[config.mk]
export PLATFORM = sky130hd
export DESIGN_NAME = cam_lobe_phase_confirm
export DESIGN_NICKNAME = d
export VERILOG_FILES = /design/src/clpc_pkg.sv /design/src/clpc_ctrl.sv /design/src/clpc_dp.sv /design/src/cam_lobe_phase_confirm.sv
export VERILOG_INCLUDE_DIRS = /design/src /design/src/src
export SDC_FILE = /design/constraint.sdc
export NUM_CORES = 1
export LEC_CHECK = 0
export ABC_CLOCK_PERIOD_IN_PS = 12500
export BUFFER_PORTS_ARGS = -buffer_cell sky130_fd_sc_hd__clkbuf_2
export CORE_UTILIZATION = 70
export CTS_BUF_LIST = sky130_fd_sc_hd__clkbuf_4
export DETAILED_ROUTE_END_ITERATION = 12
export GPL_TIMING_DRIVEN = 1
export PLACE_DENSITY = 0.89
export SYNTH_ARGS = -nofsm -noshare
export SYNTH_HDL_FRONTEND = slang
export SYNTH_SLANG_ARGS = --single-unit
[constraint.sdc]
create_clock -name clk -period 12.5 [get_ports clk]
set_input_delay 1.875 -clock clk [delete_from_list [all_inputs] [get_ports clk]]
set_output_delay 1.875 -clock clk [all_outputs]
set_load 0.02 [all_outputs]
[src/cam_lobe_phase_confirm_assert.svh]
// assertion macros for the cam lobe phase confirm block
// used by the top level; expects clk and arst_n in scope
`ifndef CAM_LOBE_PHASE_CONFIRM_ASSERT_SVH
`define CAM_LOBE_PHASE_CONFIRM_ASSERT_SVH

// same-cycle implication
`define CLPC_ASSERT_NOW(lbl, ante, cons) \
	lbl: assert property (@(posedge clk) disable iff (!arst_n) (ante) |-> (cons)) \
		else $error("cam phase confirm check failed");

// next-cycle implication
`define CLPC_ASSERT_NEXT(lbl, ante, cons) \
	lbl: assert property (@(posedge clk) disable iff (!arst_n) (ante) |=> (cons)) \
		else $error("cam phase confirm check failed");

`endif

[src/clpc_pkg.sv]
// shared types, constants and helper functions for the cam lobe phase confirm block
// no dependencies
package clpc_pkg;

	localparam int TIME_BITS = 32;
	localparam int INT_W     = TIME_BITS + 8;   // tick * interval
	localparam int NUM_W     = INT_W + 9;       // 360 * tick * interval
	localparam int DEN_W     = 32 + 16;         // crank period shifted up by 16
	localparam int DIV_W     = (NUM_W > DEN_W) ? NUM_W : DEN_W;
	localparam int QUO_W     = 17;              // 16 angle bits plus overflow bit
	localparam int CNT_W     = $clog2(QUO_W);

	localparam logic [1:0] ACT_ARM  = 2'd0;
	localparam logic [1:0] ACT_EDGE = 2'd1;
	localparam logic [1:0] ACT_EVAL = 2'd2;

	localparam logic [1:0] REG_TICK   = 2'd0;
	localparam logic [1:0] REG_MINANG = 2'd1;
	localparam logic [1:0] REG_THRESH = 2'd2;
	localparam logic [1:0] REG_TRIG   = 2'd3;

	localparam logic [1:0] PHASE_NONE   = 2'd0;
	localparam logic [1:0] PHASE_FIRST  = 2'd1;
	localparam logic [1:0] PHASE_SECOND = 2'd2;

	typedef struct packed {
		logic [1:0]  action;
		logic [31:0] timestamp;
		logic        timer_continuous;
		logic        crank_period_valid;
		logic [31:0] crank_rev_us;
		logic [1:0]  expected_phase;
	} item_t;

	typedef struct packed {
		logic [1:0]  phase;
		logic        phase_locked;
		logic        sensor_error;
		logic        lobe_triggered;
		logic        phase_matched;
		logic        checks_passed;
		logic        edge_failure;
		logic [7:0]  lobe_end_events;
		logic [15:0] lobe_angle;
	} result_t;

	typedef enum logic [2:0] {
		ST_IDLE,
		ST_DECODE,
		ST_MUL,
		ST_SCALE,
		ST_DIV,
		ST_FINISH
	} state_t;

	typedef struct packed {
		logic capture;
		logic mul;
		logic scale;
		logic div_step;
		logic commit;
	} cmd_t;

	typedef struct packed {
		logic needs_div;
	} sts_t;

	function automatic logic [1:0] phase_if_lobe(input logic [1:0] trig);
		logic [1:0] p;
		p = (trig == PHASE_FIRST || trig == PHASE_SECOND) ? trig : PHASE_NONE;
		return p;
	endfunction

	function automatic logic [1:0] phase_if_no_lobe(input logic [1:0] trig);
		logic [1:0] p;
		p = (trig == PHASE_FIRST) ? PHASE_SECOND :
			(trig == PHASE_SECOND) ? PHASE_FIRST : PHASE_NONE;
		return p;
	endfunction

endpackage

[src/clpc_ctrl.sv]
// sequencer for the cam lobe phase confirm block
// depends on clpc_pkg
module clpc_ctrl (
	input  logic           clk,
	input  logic           arst_n,
	input  logic           item_valid,
	output logic           item_ready,
	output logic           result_valid,
	input  logic           result_ready,
	input  clpc_pkg::sts_t sts,
	output clpc_pkg::cmd_t cmd
);

	clpc_pkg::state_t state_q, state_d;
	logic [clpc_pkg::CNT_W-1:0] cnt_q, cnt_d;
	logic out_valid_q;
	logic slot_free;

	assign slot_free    = !out_valid_q || result_ready;
	assign result_valid = out_valid_q;

	always_ff @(posedge clk or negedge arst_n) begin
		if (!arst_n) begin
			state_q     <= clpc_pkg::ST_IDLE;
			cnt_q       <= '0;
			out_valid_q <= 1'b0;
		end else begin
			state_q <= state_d;
			cnt_q   <= cnt_d;
			if (cmd.commit)
				out_valid_q <= 1'b1;
			else if (result_ready)
				out_valid_q <= 1'b0;
		end
	end

	always_comb begin
		state_d    = state_q;
		cnt_d      = cnt_q;
		cmd        = '0;
		item_ready = 1'b0;
		unique case (state_q)
			clpc_pkg::ST_IDLE: begin
				item_ready  = 1'b1;
				cmd.capture = item_valid;
				if (item_valid)
					state_d = clpc_pkg::ST_DECODE;
			end
			clpc_pkg::ST_DECODE: begin
				state_d = sts.needs_div ? clpc_pkg::ST_MUL : clpc_pkg::ST_FINISH;
			end
			clpc_pkg::ST_MUL: begin
				cmd.mul = 1'b1;
				state_d = clpc_pkg::ST_SCALE;
			end
			clpc_pkg::ST_SCALE: begin
				cmd.scale = 1'b1;
				cnt_d     = clpc_pkg::CNT_W'(clpc_pkg::QUO_W - 1);
				state_d   = clpc_pkg::ST_DIV;
			end
			clpc_pkg::ST_DIV: begin
				cmd.div_step = 1'b1;
				cnt_d        = cnt_q - 1'b1;
				if (cnt_q == '0)
					state_d = clpc_pkg::ST_FINISH;
			end
			clpc_pkg::ST_FINISH: begin
				// wait for the output slot before updating state
				cmd.commit = slot_free;
				if (slot_free)
					state_d = clpc_pkg::ST_IDLE;
			end
			default: begin
				state_d = clpc_pkg::ST_IDLE;
			end
		endcase
	end

endmodule

[src/clpc_dp.sv]
// datapath: config registers, window state, angle divider and result register
// depends on clpc_pkg
module clpc_dp (
	input  logic              clk,
	input  logic              arst_n,
	input  logic              cfg_we,
	input  logic [1:0]        cfg_index,
	input  logic [9:0]        cfg_data,
	input  clpc_pkg::item_t   item,
	input  clpc_pkg::cmd_t    cmd,
	output clpc_pkg::sts_t    sts,
	output clpc_pkg::result_t result
);

	localparam int TB = clpc_pkg::TIME_BITS;

	// configuration
	logic [7:0] tick_q;
	logic [9:0] min_ang_q;
	logic [7:0] thresh_q;
	logic [1:0] trig_q;

	// window and sync state
	logic          armed_q, begin_seen_q, end_seen_q, failure_q;
	logic [TB-1:0] begin_time_q, end_time_q;
	logic [7:0]    end_count_q, match_count_q;
	logic          valid_q, error_q;

	// latched item
	logic [1:0]    act_q;
	logic [TB-1:0] ts_q;
	logic          cont_q, pvalid_q;
	logic [31:0]   period_q;
	logic [1:0]    exp_q;

	// divider
	logic [clpc_pkg::INT_W-1:0] interval_q;
	logic [clpc_pkg::DIV_W-1:0] rem_q, den_q;
	logic [clpc_pkg::QUO_W-1:0] quo_q;
	logic [clpc_pkg::NUM_W-1:0] num;
	logic [TB-1:0]              diff;
	logic                       ge;

	clpc_pkg::result_t result_q;

	// next state
	logic          n_armed, n_begin_seen, n_end_seen, n_failure;
	logic [TB-1:0] n_begin_time, n_end_time;
	logic [7:0]    n_end_count, n_match_count;
	logic          n_valid, n_error;
	logic          checks_ok;
	logic [15:0]   angle;
	logic [1:0]    detected;
	clpc_pkg::result_t res;

	assign diff  = end_time_q - begin_time_q;
	assign num   = (clpc_pkg::NUM_W'(interval_q) << 8) + (clpc_pkg::NUM_W'(interval_q) << 6)
		+ (clpc_pkg::NUM_W'(interval_q) << 5) + (clpc_pkg::NUM_W'(interval_q) << 3);
	assign ge    = rem_q >= den_q;
	assign angle = quo_q[clpc_pkg::QUO_W-1] ? 16'hFFFF : quo_q[15:0];

	assign checks_ok = pvalid_q && (begin_seen_q == end_seen_q) && !failure_q;
	assign sts.needs_div = (act_q == clpc_pkg::ACT_EVAL) && checks_ok && begin_seen_q;
	assign result = result_q;

	always_ff @(posedge clk or negedge arst_n) begin
		if (!arst_n) begin
			tick_q    <= 8'd1;
			min_ang_q <= 10'd10;
			thresh_q  <= 8'd3;
			trig_q    <= clpc_pkg::PHASE_FIRST;
		end else if (cfg_we) begin
			unique case (cfg_index)
				clpc_pkg::REG_TICK:   tick_q    <= cfg_data[7:0];
				clpc_pkg::REG_MINANG: min_ang_q <= cfg_data;
				clpc_pkg::REG_THRESH: thresh_q  <= cfg_data[7:0];
				clpc_pkg::REG_TRIG:   trig_q    <= cfg_data[1:0];
				default: ;
			endcase
		end
	end

	always_ff @(posedge clk or negedge arst_n) begin
		if (!arst_n) begin
			armed_q       <= 1'b0;
			begin_seen_q  <= 1'b0;
			end_seen_q    <= 1'b0;
			failure_q     <= 1'b0;
			begin_time_q  <= '0;
			end_time_q    <= '0;
			end_count_q   <= '0;
			match_count_q <= '0;
			valid_q       <= 1'b0;
			error_q       <= 1'b1;
		end else if (cmd.commit) begin
			armed_q       <= n_armed;
			begin_seen_q  <= n_begin_seen;
			end_seen_q    <= n_end_seen;
			failure_q     <= n_failure;
			begin_time_q  <= n_begin_time;
			end_time_q    <= n_end_time;
			end_count_q   <= n_end_count;
			match_count_q <= n_match_count;
			valid_q       <= n_valid;
			error_q       <= n_error;
		end
	end

	always_ff @(posedge clk) begin
		if (cmd.capture) begin
			act_q    <= item.action;
			ts_q     <= item.timestamp[TB-1:0];
			cont_q   <= item.timer_continuous;
			pvalid_q <= item.crank_period_valid;
			period_q <= item.crank_rev_us;
			exp_q    <= item.expected_phase;
		end
		if (cmd.mul)
			interval_q <= clpc_pkg::INT_W'(tick_q) * clpc_pkg::INT_W'(diff);
		if (cmd.scale) begin
			rem_q <= clpc_pkg::DIV_W'(num);
			den_q <= clpc_pkg::DIV_W'({period_q, 16'h0000});
			quo_q <= '0;
		end
		if (cmd.div_step) begin
			// restoring step; the top bit only flags saturation
			if (ge)
				rem_q <= rem_q - den_q;
			quo_q <= {quo_q[clpc_pkg::QUO_W-2:0], ge};
			den_q <= den_q >> 1;
		end
		if (cmd.commit)
			result_q <= res;
	end

	always_comb begin
		n_armed       = armed_q;
		n_begin_seen  = begin_seen_q;
		n_end_seen    = end_seen_q;
		n_failure     = failure_q;
		n_begin_time  = begin_time_q;
		n_end_time    = end_time_q;
		n_end_count   = end_count_q;
		n_match_count = match_count_q;
		n_valid       = valid_q;
		n_error       = error_q;
		detected      = clpc_pkg::phase_if_no_lobe(trig_q);
		res           = '0;
		unique case (act_q)
			clpc_pkg::ACT_ARM: begin
				n_armed      = 1'b0;
				n_begin_seen = 1'b0;
				n_end_seen   = 1'b0;
				n_failure    = 1'b0;
				n_end_count  = '0;
			end
			clpc_pkg::ACT_EDGE: begin
				if (!cont_q || failure_q) begin
					n_failure = 1'b1;
				end else if (!armed_q) begin
					n_begin_time = ts_q;
					n_begin_seen = 1'b1;
					n_armed      = 1'b1;
				end else begin
					n_end_time = ts_q;
					n_end_seen = 1'b1;
					if (end_count_q != 8'hFF)
						n_end_count = end_count_q + 1'b1;
				end
			end
			clpc_pkg::ACT_EVAL: begin
				if (!checks_ok) begin
					n_valid       = 1'b0;
					n_error       = 1'b1;
					n_match_count = '0;
				end else begin
					res.checks_passed = 1'b1;
					if (begin_seen_q) begin
						res.lobe_angle = angle;
						if (angle > {6'd0, min_ang_q}) begin
							detected           = clpc_pkg::phase_if_lobe(trig_q);
							res.lobe_triggered = 1'b1;
						end
					end
					if (exp_q == detected) begin
						res.phase_matched = 1'b1;
						res.phase         = exp_q;
						if (match_count_q < thresh_q) begin
							n_match_count = match_count_q + 1'b1;
						end else begin
							n_valid = 1'b1;
							n_error = 1'b0;
						end
					end else begin
						n_match_count = '0;
						n_valid       = 1'b0;
						n_error       = 1'b1;
						res.phase     = detected;
					end
				end
			end
			default: ;
		endcase
		res.phase_locked    = n_valid;
		res.sensor_error    = n_error;
		res.edge_failure    = n_failure;
		res.lobe_end_events = n_end_count;
	end

endmodule

[src/cam_lobe_phase_confirm.sv]
// top level of the cam lobe phase confirm block
// depends on clpc_pkg, clpc_ctrl, clpc_dp and cam_lobe_phase_confirm_assert.svh
//
// usage
// - item channel (item_valid/item_ready/item) takes one event per beat: arm,
//   sensor edge or evaluate; code 3 is a no-op that still returns a result
// - result channel (result_valid/result_ready/result) returns exactly one beat
//   per item, in order
// - configuration: cfg_we/cfg_index/cfg_data write one register per cycle; the
//   user must write only while no item is in flight, the block does not enforce it
// - arm, edge and evaluate without a measured lobe: after accept the sequencer
//   goes through decode and finish, commits the result, then takes the next item
// - evaluate with a measured lobe: a multiply, a scale by 360, then a 17-step
//   restoring divide by the crank period before the result is committed; no
//   new item is taken until the sequencer is back in idle
// - a finished result sits in the output register while the next item is
//   accepted and processed; if the receiver stalls, the block holds the next
//   result (and its state update) until the output register frees up
// - reset: registers take their reset values, phase not valid, sensor error set
module cam_lobe_phase_confirm (
	input  logic              clk,
	input  logic              arst_n,
	input  logic              cfg_we,
	input  logic [1:0]        cfg_index,
	input  logic [9:0]        cfg_data,
	input  logic              item_valid,
	output logic              item_ready,
	input  clpc_pkg::item_t   item,
	output logic              result_valid,
	input  logic              result_ready,
	output clpc_pkg::result_t result
);

	`include "cam_lobe_phase_confirm_assert.svh"

	clpc_pkg::cmd_t cmd;   // sequencer commands to the datapath
	clpc_pkg::sts_t sts;   // datapath status back to the sequencer

	// state machine: decode, optional multiply/scale/divide, then commit
	clpc_ctrl u_ctrl (
		.clk          (clk),
		.arst_n       (arst_n),
		.item_valid   (item_valid),
		.item_ready   (item_ready),
		.result_valid (result_valid),
		.result_ready (result_ready),
		.sts          (sts),
		.cmd          (cmd)
	);

	// config, window state, angle divider and the output register
	clpc_dp u_dp (
		.clk       (clk),
		.arst_n    (arst_n),
		.cfg_we    (cfg_we),
		.cfg_index (cfg_index),
		.cfg_data  (cfg_data),
		.item      (item),
		.cmd       (cmd),
		.sts       (sts),
		.result    (result)
	);

	// the block goes busy right after taking a beat
	`CLPC_ASSERT_NEXT(a_busy_after_accept, item_valid && item_ready, !item_ready)
	// valid and error flags always move together in opposite sense
	`CLPC_ASSERT_NOW(a_valid_vs_error, result_valid, result.phase_locked != result.sensor_error)
	// trigger or match only comes from an evaluation that passed its checks
	`CLPC_ASSERT_NOW(a_checks_first,
		result_valid && (result.lobe_triggered || result.phase_matched), result.checks_passed)
	// failed or skipped checks leave the phase at PHASE_NONE
	`CLPC_ASSERT_NOW(a_phase_needs_checks,
		result_valid && !result.checks_passed, result.phase == clpc_pkg::PHASE_NONE)

endmodule

==> results by group, run 1 <==
Detailed routing
  – DR DRC count: 0
  – DR vias: ~23000
  – Routed Antenna Nets: 0
  – Wire per inst: between 15 and 20 um
  – DRT Pass-1 Iters: 6
  – DR iter-0 viols: just under 2000
  – Vias/cell: 6.04
  – Routed WL: around 71000 um

Critical path
  – Reg-to-reg setup timing slack: slightly above 4 ns
  – Reg2Reg Depth: 29
  – Reg2reg end: u_dp.interval_q[37]$_DFFE_PP_
  – CP max stage cell: o41ai_1
  – Slowest stage delay, CP: between 0.6 and 0.7 ns
  – Most common cell on crit path: fa_1
  – Crit end category: flop
  – Critical path data arrival time: ~9 ns
  – Reg2Reg Launch Point: u_dp.end_time_q[0]$_DFFE_PN0P_
  – Critical Path Start Type: flop
  – Worst path required time: 13.13 ns
  – Critical path peak fanout: 8
  – Worst Setup Path Type: reg -> reg

Cells and area
  – Final #Nets: between 3000 and 4000
  – FILL cells: around 2900
  – Layout area overhead: 7.64%
  – Layout cells sized above 1: 0.131

Synthesis
  – Mapped Nets: 3597
  – Ranking of synthesized cells by area: edfxtp_1, fa_1, dfrtp_1, ha_1, and2_1
  – Sequential area share after synthesis: 0.334
  – Yosys top cell by area: edfxtp_1
  – Mean Syn Cell Area: roughly 10 um2
  – Post-Syn Instances: a little over 3000
  – Distinct cells, synth: between 80 and 90
  – Post-synth EDFFs: 207
  – Synth warnings: 0
  – Post-synth ARST share: 0.325
  – Synth top area share: 0.202
  – FF+latch count, synth: ~380
  – Post-Synthesis Cell Area: around 31000 um2
  – Main synth FF type: edfxtp_1

Place
  – Dpl hpwl: 54000 um
  – Port bufs: between 100 and 150
  – Place WS: about 4.3 ns
  – Gpl congestion: between 0.9 and 1

STA
  – Final Setup Violations: 0
  – WHS: around 0.48 ns
  – Worst-Margin Slew: 1.33 ns
  – Fin crit share: 0.670
  – Max Fclk: between 100 and 150 MHz
  – Final Hold Viols: 0
  – Min Tclk post-route: around 8.4 ns
  – Unrepaired setup endpoints after global routing: false
  – TNS Setup: 0 ns
  – Max_slew headroom: 0.111
  – Post-Route Skew: ~0.070 ns
  – Worst Slack Setup Final: 4.12 ns
  – Final slew viol count: 0

Die
  – Initial core utilization: 0.713
  – Die area: about 45000 um2
  – Row cnt: 76
  – I/O pin cnt: ~120
  – Die width: about 210 um
  – Chip height: ~210 um
  – Area of the core: roughly 43000 um2

Clock network
  – CTS root buffer: clkbuf_4
  – CTS Sinks: between 300 and 400
  – Post_cts resized: 0
  – Worst skew pair latency: 0.84 ns
  – Clock-pin slew on the worst setup and hold paths: ~0.070 ns
  – Hold_buf cts: 0
  – Postcts setup bufs: 0
  – Number of H-tree levels: 3
  – TritonCTS clock tree: built
  – Clock buffer count from CTS: 94
  – Worst-case clock buffer depth: 3

Status
  – Status: finished, final reports clean

Hold path
  – Hold Path Sink: u_dp.rem_q[2]$_DFF_P_
  – Min-delay src: u_dp.rem_q[2]$_DFF_P_
  – Hold Path Class: reg -> reg
  – Hold path cells: 2

GRT
  – First-pass GRT wire length: 117000 um
  – Initial antenna violation count: 2
  – GRT Overall Usage: 0.328
  – GRT overflow: 0
  – Number of global-route vias before repair: 24200
  – Largest net degree at the start of global routing: 80

Flow run
  – Maxcap violations: 0
[cell families after synthesis]
logic type	share of synthesized area
simple gates	0.146
compound gates	0.134
fa+ha+maj	0.252
buf+inv	0.0499
flops	0.334
xor+xnor	0.0401
mux	0.0443
[Yosys cell counts (6+ instances only)]
library cell,count
dfstp_2,7
nor3b_1,17
a21oi_1,189
o21bai_1,27
o31ai_1,9
dfxtp_1,49
nand4_1,28
and3_1,28
a31oi_1,10
inv_1,304
and4_1,7
nand3_1,33
nand2_1,238
o21a_1,33
o21ai_0,142
or3_1,7
a211oi_1,46
edfxtp_1,207
o211ai_1,14
xnor2_1,94
a211o_1,6
mux2_2,99
a2111oi_0,6
dfrtp_1,116
and2_1,195
nor2b_1,46
fa_1,257
nand2b_1,49
buf_2,6
a21o_1,89
or2_2,14
nand3b_1,6
nor3_1,35
nor2_1,165
ha_1,209
clkbuf_1,87
mux2i_1,25
xor2_1,47
o31a_1,7
[placed cells by master (no fill, tap or decap), types with 99 or more instances in the layout]
cell,n
edfxtp_1,207
clkbuf_2,119
and2_1,193
inv_1,304
clkbuf_4,143
ha_1,209
a21oi_1,189
nand2_1,236
dfrtp_1,116
o21ai_0,142
fa_1,257
mux2_2,99
nor2_1,165
[registers in the layout (all words and copies together), names as in the netlist, 3 cells and up]
| signal | cells |
|---|---|
| u_ctrl.cnt_q | 5 |
| u_ctrl.state_q | 3 |
| u_dp.begin_time_q | 32 |
| u_dp.den_q | 48 |
| u_dp.end_count_q | 8 |
| u_dp.end_time_q | 32 |
| u_dp.interval_q | 40 |
| u_dp.match_count_q | 8 |
| u_dp.min_ang_q | 10 |
| u_dp.period_q | 32 |
| u_dp.quo_q | 17 |
| u_dp.rem_q | 49 |
| u_dp.result | 32 |
| u_dp.thresh_q | 8 |
| u_dp.tick_q | 8 |
| u_dp.ts_q | 32 |
[per-stage QoR]
| step | area [um2] | cells | utilization |
|---|---|---|---|
| floorplan | 30800 | 3044 | - |
| global placement | 31900 | 3664 | 0.738 |
| detailed placement | 31900 | 3664 | 0.738 |
| CTS | 33200 | 3842 | 0.767 |
| global route | 33200 | 3844 | 0.767 |
| finish | 33200 | 3844 | 0.767 |
[layer usage]
layer / global-route usage / part of all wire / vias up
met5: 0 / 0 / -
met4: 0.163 / 0.044 / 0
met3: 0.0506 / 0.057 / 219
met2: 0.564 / 0.49 / 870
met1: 0.404 / 0.40 / 11300
li1: - / - / 10800
[area by class of cell]
cell class,count,area [um2],share of cell area
Timing Repair Buffer,135,716,0.0216
Sequential cell,379,10300,0.310
Clock buffer,143,1070,0.0323
Clock inverter,35,204,0.00614
Tap cell,585,732,0.0221
Antenna cell,2,5.00,0.000151
Multi-Input combinational cell,2261,19000,0.574
Inverter,304,1140,0.0344
[critical path, delay by kind of cell, from the launching register on]
family          cells  cell delay, ns
simple gates        4            0.90
flops               1            0.33
compound gates     14            3.35
fa+ha+maj           7            2.93
buf+inv             3            0.13
xor+xnor            1            0.51
[worst max-delay path by stage]
stage                                              start  depth (start not counted)                            end  slack [ns]
after CTS                 u_dp.end_time_q[0]$_DFFE_PN0P_                         29  u_dp.interval_q[37]$_DFFE_PP_        4.21
after floorplan           u_dp.end_time_q[8]$_DFFE_PN0P_                         29  u_dp.interval_q[38]$_DFFE_PP_        5.12
after global routing      u_dp.end_time_q[0]$_DFFE_PN0P_                         29  u_dp.interval_q[39]$_DFFE_PP_        3.65
after detailed placement  u_dp.end_time_q[8]$_DFFE_PN0P_                         27  u_dp.interval_q[37]$_DFFE_PP_        4.30
after global placement    u_dp.end_time_q[8]$_DFFE_PN0P_                         28  u_dp.interval_q[38]$_DFFE_PP_        4.68
final                     u_dp.end_time_q[0]$_DFFE_PN0P_                         29  u_dp.interval_q[37]$_DFFE_PP_        4.12
Power of run 1 is not shown: default switching activity piles up to over one toggle a cycle in this logic, so the estimate is an artifact.
==> run 2, diff against run 1 <==
--- a/config.mk
+++ b/config.mk
@@ -6,13 +6,13 @@
 export SDC_FILE = /design/constraint.sdc
 export NUM_CORES = 1
 export LEC_CHECK = 0
-export ABC_CLOCK_PERIOD_IN_PS = 12500
+export ABC_CLOCK_PERIOD_IN_PS = 7880
 export BUFFER_PORTS_ARGS = -buffer_cell sky130_fd_sc_hd__clkbuf_2
-export CORE_UTILIZATION = 70
+export CORE_UTILIZATION = 65
 export CTS_BUF_LIST = sky130_fd_sc_hd__clkbuf_4
 export DETAILED_ROUTE_END_ITERATION = 12
 export GPL_TIMING_DRIVEN = 1
-export PLACE_DENSITY = 0.89
+export PLACE_DENSITY = 0.83
 export SYNTH_ARGS = -nofsm -noshare
 export SYNTH_HDL_FRONTEND = slang
 export SYNTH_SLANG_ARGS = --single-unit
==> constraint.sdc (replaced) <==
create_clock -name clk -period 7.88 [get_ports clk]
set_input_delay 1.182 -clock clk [delete_from_list [all_inputs] [get_ports clk]]
set_output_delay 1.182 -clock clk [all_outputs]
set_load 0.02 [all_outputs]
==> run 2 against run 1 <==
Against the previous run: global-route usage decreased by 2.5 points; first-iteration DRC count is 12% lower; via count decreased by 0.15%; final cell count grew 1.2%.
==> results by group, run 2 (synthesis results as in run 1) <==
Status
  – Status: finished, final reports clean

GRT
  – Number of global-route vias before repair: roughly 24000
  – Initial antenna violation count: 1
  – GRT Overall Usage: 0.303
  – Largest net degree at the start of global routing: 95
  – GRT overflow: 0
  – First-pass GRT wire length: 116000 um

Place
  – Port bufs: 120
  – Gpl congestion: around 0.96
  – Cell total after placement: 3702
  – Dpl hpwl: ~54000 um

Cells and area
  – Largest Register: u_dp.rem_q
  – Util after Layout: 0.720
  – Layout area overhead: 8.92%
  – Largest regs: u_dp.rem_q x49, u_dp.den_q x48, u_dp.interval_q x40
  – Most frequent cells in the layout: inv_1, fa_1, nand2_1, ha_1, edfxtp_1
  – FILL cells: roughly 3300
  – Largest register FFs: just under 50
  – Post-route insts no fill: roughly 3900
  – Final #Nets: roughly 3800
  – Commonest non-fill, non-tap cell in the layout: inv_1
  – Layout cells sized above 1: 0.147

Critical path
  – Crit path max-delay family: compound AO/OA/AOI/OAI gates
  – Slowest stage delay, CP: around 0.5 ns
  – WP buf/inv: 2
  – CP max stage cell: fa_1
  – Critical Path Start Type: flop
  – Crit end category: flop
  – Critical path peak fanout: 8
  – Worst path required time: between 8 and 9 ns
  – Worst Setup Path Type: reg -> reg
  – Critical path data arrival time: a little over 8 ns
  – Most common cell on crit path: fa_1

STA
  – Post-Route Skew: about 0.076 ns
  – Max Fclk: about 130 MHz
  – Worst-Margin Slew: around 1.4 ns
  – Final Hold Viols: 0
  – Fin crit share: 0.959
  – Max_slew headroom: 0.0906
  – TNS Setup: 0 ns
  – Final Setup Violations: 0
  – Min Tclk post-route: ~7.6 ns
  – Final slew viol count: 0

Die
  – Initial core utilization: 0.661
  – Die width: about 220 um
  – Die area: between 40000 and 50000 um2
  – Row cnt: ~80
  – Area of the core: approximately 47000 um2
  – Chip height: between 200 and 250 um
  – I/O pin cnt: 121

Clock network
  – TritonCTS clock tree: built
  – CTS root buffer: clkbuf_4
  – Worst skew pair latency: slightly below 0.9 ns
  – Worst-case clock buffer depth: 3
  – Clock buffer count from CTS: 98
  – Clock-pin slew on the worst setup and hold paths: around 0.070 ns
  – CTS Sinks: 379
  – Number of H-tree levels: 3

Detailed routing
  – M1 WL: roughly 29000 um
  – DRT Pass-1 Iters: 6
  – Routed Antenna Nets: 0
  – Routed WL: between 70000 and 80000 um
  – DR WL met2: about 36000 um
  – Wire per inst: 18.3 um
  – Wire length on met3: 3410 um
  – Vias/cell: ~6.0
  – Highest Signal Layer: met4
  – DR DRC count: 0
  – DR iter-0 viols: approximately 1700
  – DR vias: approximately 23000

Hold path
  – Hold Path Class: in -> async

Flow run
  – Maxcap violations: 0
run 2: worst reg2reg max path, delay by kind of cell (launching register included):
kind | cells | cell delay [ns]
AOI/OAI and AO/OA | 15 | 3.24
xor gates and xnor gates | 2 | 0.27
adders and majority gates | 7 | 2.92
buffers and inverters | 2 | 0.10
DFF | 1 | 0.40
and+or+nand+nor | 2 | 0.34
run 2: path summary, 6_finish.rpt:
kind,start,endpoint,slack [ns],cells past startpoint
max,u_dp.begin_time_q[0]$_DFFE_PN0P_,u_dp.interval_q[38]$_DFFE_PP_,0.32,28
min,arst_n,u_dp.end_time_q[31]$_DFFE_PN0P_,0.34,1
max reg2reg,u_dp.begin_time_q[0]$_DFFE_PN0P_,u_dp.interval_q[38]$_DFFE_PP_,0.32,28
min reg2reg,u_dp.rem_q[0]$_DFF_P_,u_dp.rem_q[0]$_DFF_P_,0.49,2
max in group asynchronous,arst_n,u_dp.begin_time_q[4]$_DFFE_PN0P_,6.10,2
min in group clk,u_dp.rem_q[0]$_DFF_P_,u_dp.rem_q[0]$_DFF_P_,0.49,2
run 2: per-stage QoR:
step                      hold WS, ns  setup WS, ns  instance area, um2
after floorplan                 0.435         0.500               30800
after global placement          0.443         0.181               32100
after detailed placement        0.471        -0.186               32100
after CTS                       0.301        0.0430               33500
after global routing            0.330       -0.0569               33600
final                           0.337         0.325               33600
run 2: what timing repair did:
| item | in CTS | in global routing |
|---|---|---|
| setup buffers | 0 | 2 |
| pin swaps | 0 | 6 |
| setup endpoints to repair | 3 | 5 |
| hold buffers | 0 | 0 |
| resized for setup | 4 | 21 |
run 2: cell type report:
type                    count  area (um2)  area share
inverters                 304        1140      0.0340
well taps                 607         759      0.0226
repair buffers            153         851      0.0253
clock buffers             163        1220      0.0364
clock inverters            22         173     0.00514
diodes                      2        5.00    0.000149
multi-input cells        2261       19100       0.570
flip-flops and latches    379       10300       0.306
run 2: metal layers:
metal / global-route usage / vias up
met1: 0.375 / 11400
met3: 0.0475 / 165
met2: 0.524 / 748
met5: 0 / -
met4: 0.136 / 0
li1: - / 10900
Power of run 2 is left out for the same reason.
==> run 3, diff against run 2 <==
--- a/config.mk
+++ b/config.mk
@@ -8,6 +8,7 @@
 export LEC_CHECK = 0
 export ABC_CLOCK_PERIOD_IN_PS = 7880
 export BUFFER_PORTS_ARGS = -buffer_cell sky130_fd_sc_hd__clkbuf_2
+export CORE_ASPECT_RATIO = 0.8
 export CORE_UTILIZATION = 65
 export CTS_BUF_LIST = sky130_fd_sc_hd__clkbuf_4
 export DETAILED_ROUTE_END_ITERATION = 12
==> run 3 against run 2 <==
Against the previous run: largest cell class unchanged; final cell count shrank 0.15%; maximum frequency decreased by 0.57%; global-route usage is 0.62 points lower; clock skew up 0.0048 ns; sequential share of layout area up 0.087 points; critical path depth did not move; clock-buffer cell count decreased by 22; non-clock buffer count down 2; worst hold slack improved by 0.0072 ns; final area is 0.28% lower; worst setup slack worse by 0.043 ns.
==> results by group, run 3 (synthesis results as in run 1) <==
Detailed routing
  – Wire per inst: roughly 18 um
  – DR DRC count: 0
  – Routed Antenna Nets: 0
  – DR vias: ~23000
  – Vias/cell: slightly below 6
  – Routed WL: about 70000 um
  – DRT Pass-1 Iters: 6
  – DR iter-0 viols: around 1700

STA
  – Max_slew headroom: 0.140
  – Final Setup Violations: 0
  – Post-Route Skew: a little over 0.08 ns
  – Worst Slack Setup Final: roughly 0.28 ns
  – Final Hold Viols: 0
  – Min Tclk post-route: about 7.6 ns
  – Worst-Margin Slew: around 1.3 ns
  – Max Fclk: 132 MHz
  – TNS Setup: 0 ns
  – Final slew viol count: 0
  – Fin crit share: 0.964

Place
  – Place WS: roughly 0.072 ns
  – Port bufs: 120
  – Gpl congestion: 0.927
  – Dpl hpwl: between 50000 and 60000 um
  – Cell total after placement: between 3000 and 4000
  – Area after DPL: between 30000 and 40000 um2

Die
  – Initial core utilization: 0.667
  – Chip height: 197 um
  – I/O pin cnt: about 120
  – Die area: 48300 um2
  – Row cnt: 70
  – Die width: approximately 250 um
  – Area of the core: roughly 46000 um2

Cells and area
  – Most frequent cells in the layout: inv_1, fa_1, nand2_1, ha_1, edfxtp_1
  – Final #Nets: 3744
  – Largest regs: u_dp.rem_q x49, u_dp.den_q x48, u_dp.interval_q x40
  – Largest register FFs: 49
  – Largest Register: u_dp.rem_q
  – Layout cells sized above 1: 0.142
  – FILL cells: 3225
  – Commonest non-fill, non-tap cell in the layout: inv_1
  – Layout area overhead: 8.61%
  – Fin area: 33500 um2
  – Post-route insts no fill: around 3900

Critical path
  – Crit path max-delay family: compound AO/OA/AOI/OAI gates
  – Worst path required time: around 8.4 ns
  – Critical path data arrival time: 8.15 ns
  – Critical path peak fanout: 8
  – CP max stage cell: fa_1
  – Worst Setup Path Type: reg -> reg
  – WP buf/inv: 2
  – Slowest stage delay, CP: between 0.5 and 0.6 ns
  – Crit end category: flop
  – Critical Path Start Type: flop

GRT
  – First-pass GRT wire length: approximately 120000 um
  – Initial antenna violation count: 1
  – GRT Overall Usage: 0.297
  – Largest net degree at the start of global routing: 71
  – GRT overflow: 0
  – Number of global-route vias before repair: around 23000

Flow run
  – Maxcap violations: 0

Clock network
  – Worst skew pair latency: 0.87 ns
  – CTS Sinks: around 380
  – CTS root buffer: clkbuf_4
  – Hold_buf cts: 0
  – Clock buffer count from CTS: 94
  – Number of H-tree levels: 3
  – Worst-case clock buffer depth: 3
  – Clock-pin slew on the worst setup and hold paths: ~0.080 ns
  – TritonCTS clock tree: built

Status
  – Status: finished, final reports clean

Hold path
  – Hold Path Class: in -> async
==> run 3: cell count changes in the layout (fill, tap and decap cells not counted), moves of 2 or more <==
cell,change
a21oi_2,-2
clkbuf_4,-22
clkinv_1,+12
a21oi_1,+2
buf_4,-2
==> run 3: what timing repair did <==
action | CTS | global route
setup buffers | 0 | 5
cloned | 0 | 0
pin swaps | 0 | 9
endpoints found under the setup margin | 3 | 7
gates resized for setup | 2 | 27
==> run 3: worst paths after layout <==
kind / from / endpoint / slack (ns) / depth (start not counted)
min in group clk: u_dp.ts_q[4]$_DFFE_PP_ / u_dp.begin_time_q[4]$_DFFE_PN0P_ / 0.45 / 1
max in group asynchronous: arst_n / u_dp.begin_time_q[9]$_DFFE_PN0P_ / 6.11 / 2
max: u_dp.end_time_q[8]$_DFFE_PN0P_ / u_dp.interval_q[38]$_DFFE_PP_ / 0.28 / 28
max reg2reg: u_dp.end_time_q[8]$_DFFE_PN0P_ / u_dp.interval_q[38]$_DFFE_PP_ / 0.28 / 28
min reg2reg: u_dp.ts_q[4]$_DFFE_PP_ / u_dp.begin_time_q[4]$_DFFE_PN0P_ / 0.45 / 1
min: arst_n / u_dp.end_count_q[4]$_DFFE_PN0P_ / 0.34 / 1
==> run 3: per-stage QoR <==
step,util,hold slack (ns)
6_report,0.724,0.345
5_1_grt,0.724,0.345
4_1_cts,0.721,0.310
3_5_place_dp,0.693,0.450
3_3_place_gp,0.693,0.445
2_1_floorplan,-,0.435
==> run 3: cell type report <==
| type | count | area [um2] | share of cell area |
|---|---|---|---|
| Clock buffer | 141 | 1060 | 0.0316 |
| Multi-Input combinational cell | 2261 | 19200 | 0.572 |
| Clock inverter | 36 | 234 | 0.00699 |
| Timing Repair Buffer | 151 | 836 | 0.0250 |
| Antenna cell | 1 | 2.50 | 0.0000747 |
| Tap cell | 612 | 766 | 0.0229 |
| Sequential cell | 379 | 10300 | 0.307 |
| Inverter | 304 | 1140 | 0.0341 |
==> run 3: layer usage <==
layer  wire [um]  global-route usage  vias up
met3        4320              0.0504      136
met1       31000               0.408    11400
met4        1650              0.0874        0
met2       33500               0.486      821
li1            -                   -    10800
met5           0                   0        -
==> run 3: worst reg2reg max path, delay by kind of cell, from the launching register on <==
kind            cells  cell delay, ns
compound gates     15            3.11
fa+ha+maj           6            2.55
simple gates        4            1.10
flops               1            0.39
buf+inv             2            0.09
xor+xnor            1            0.08
Power of run 3 is left out for the same reason.
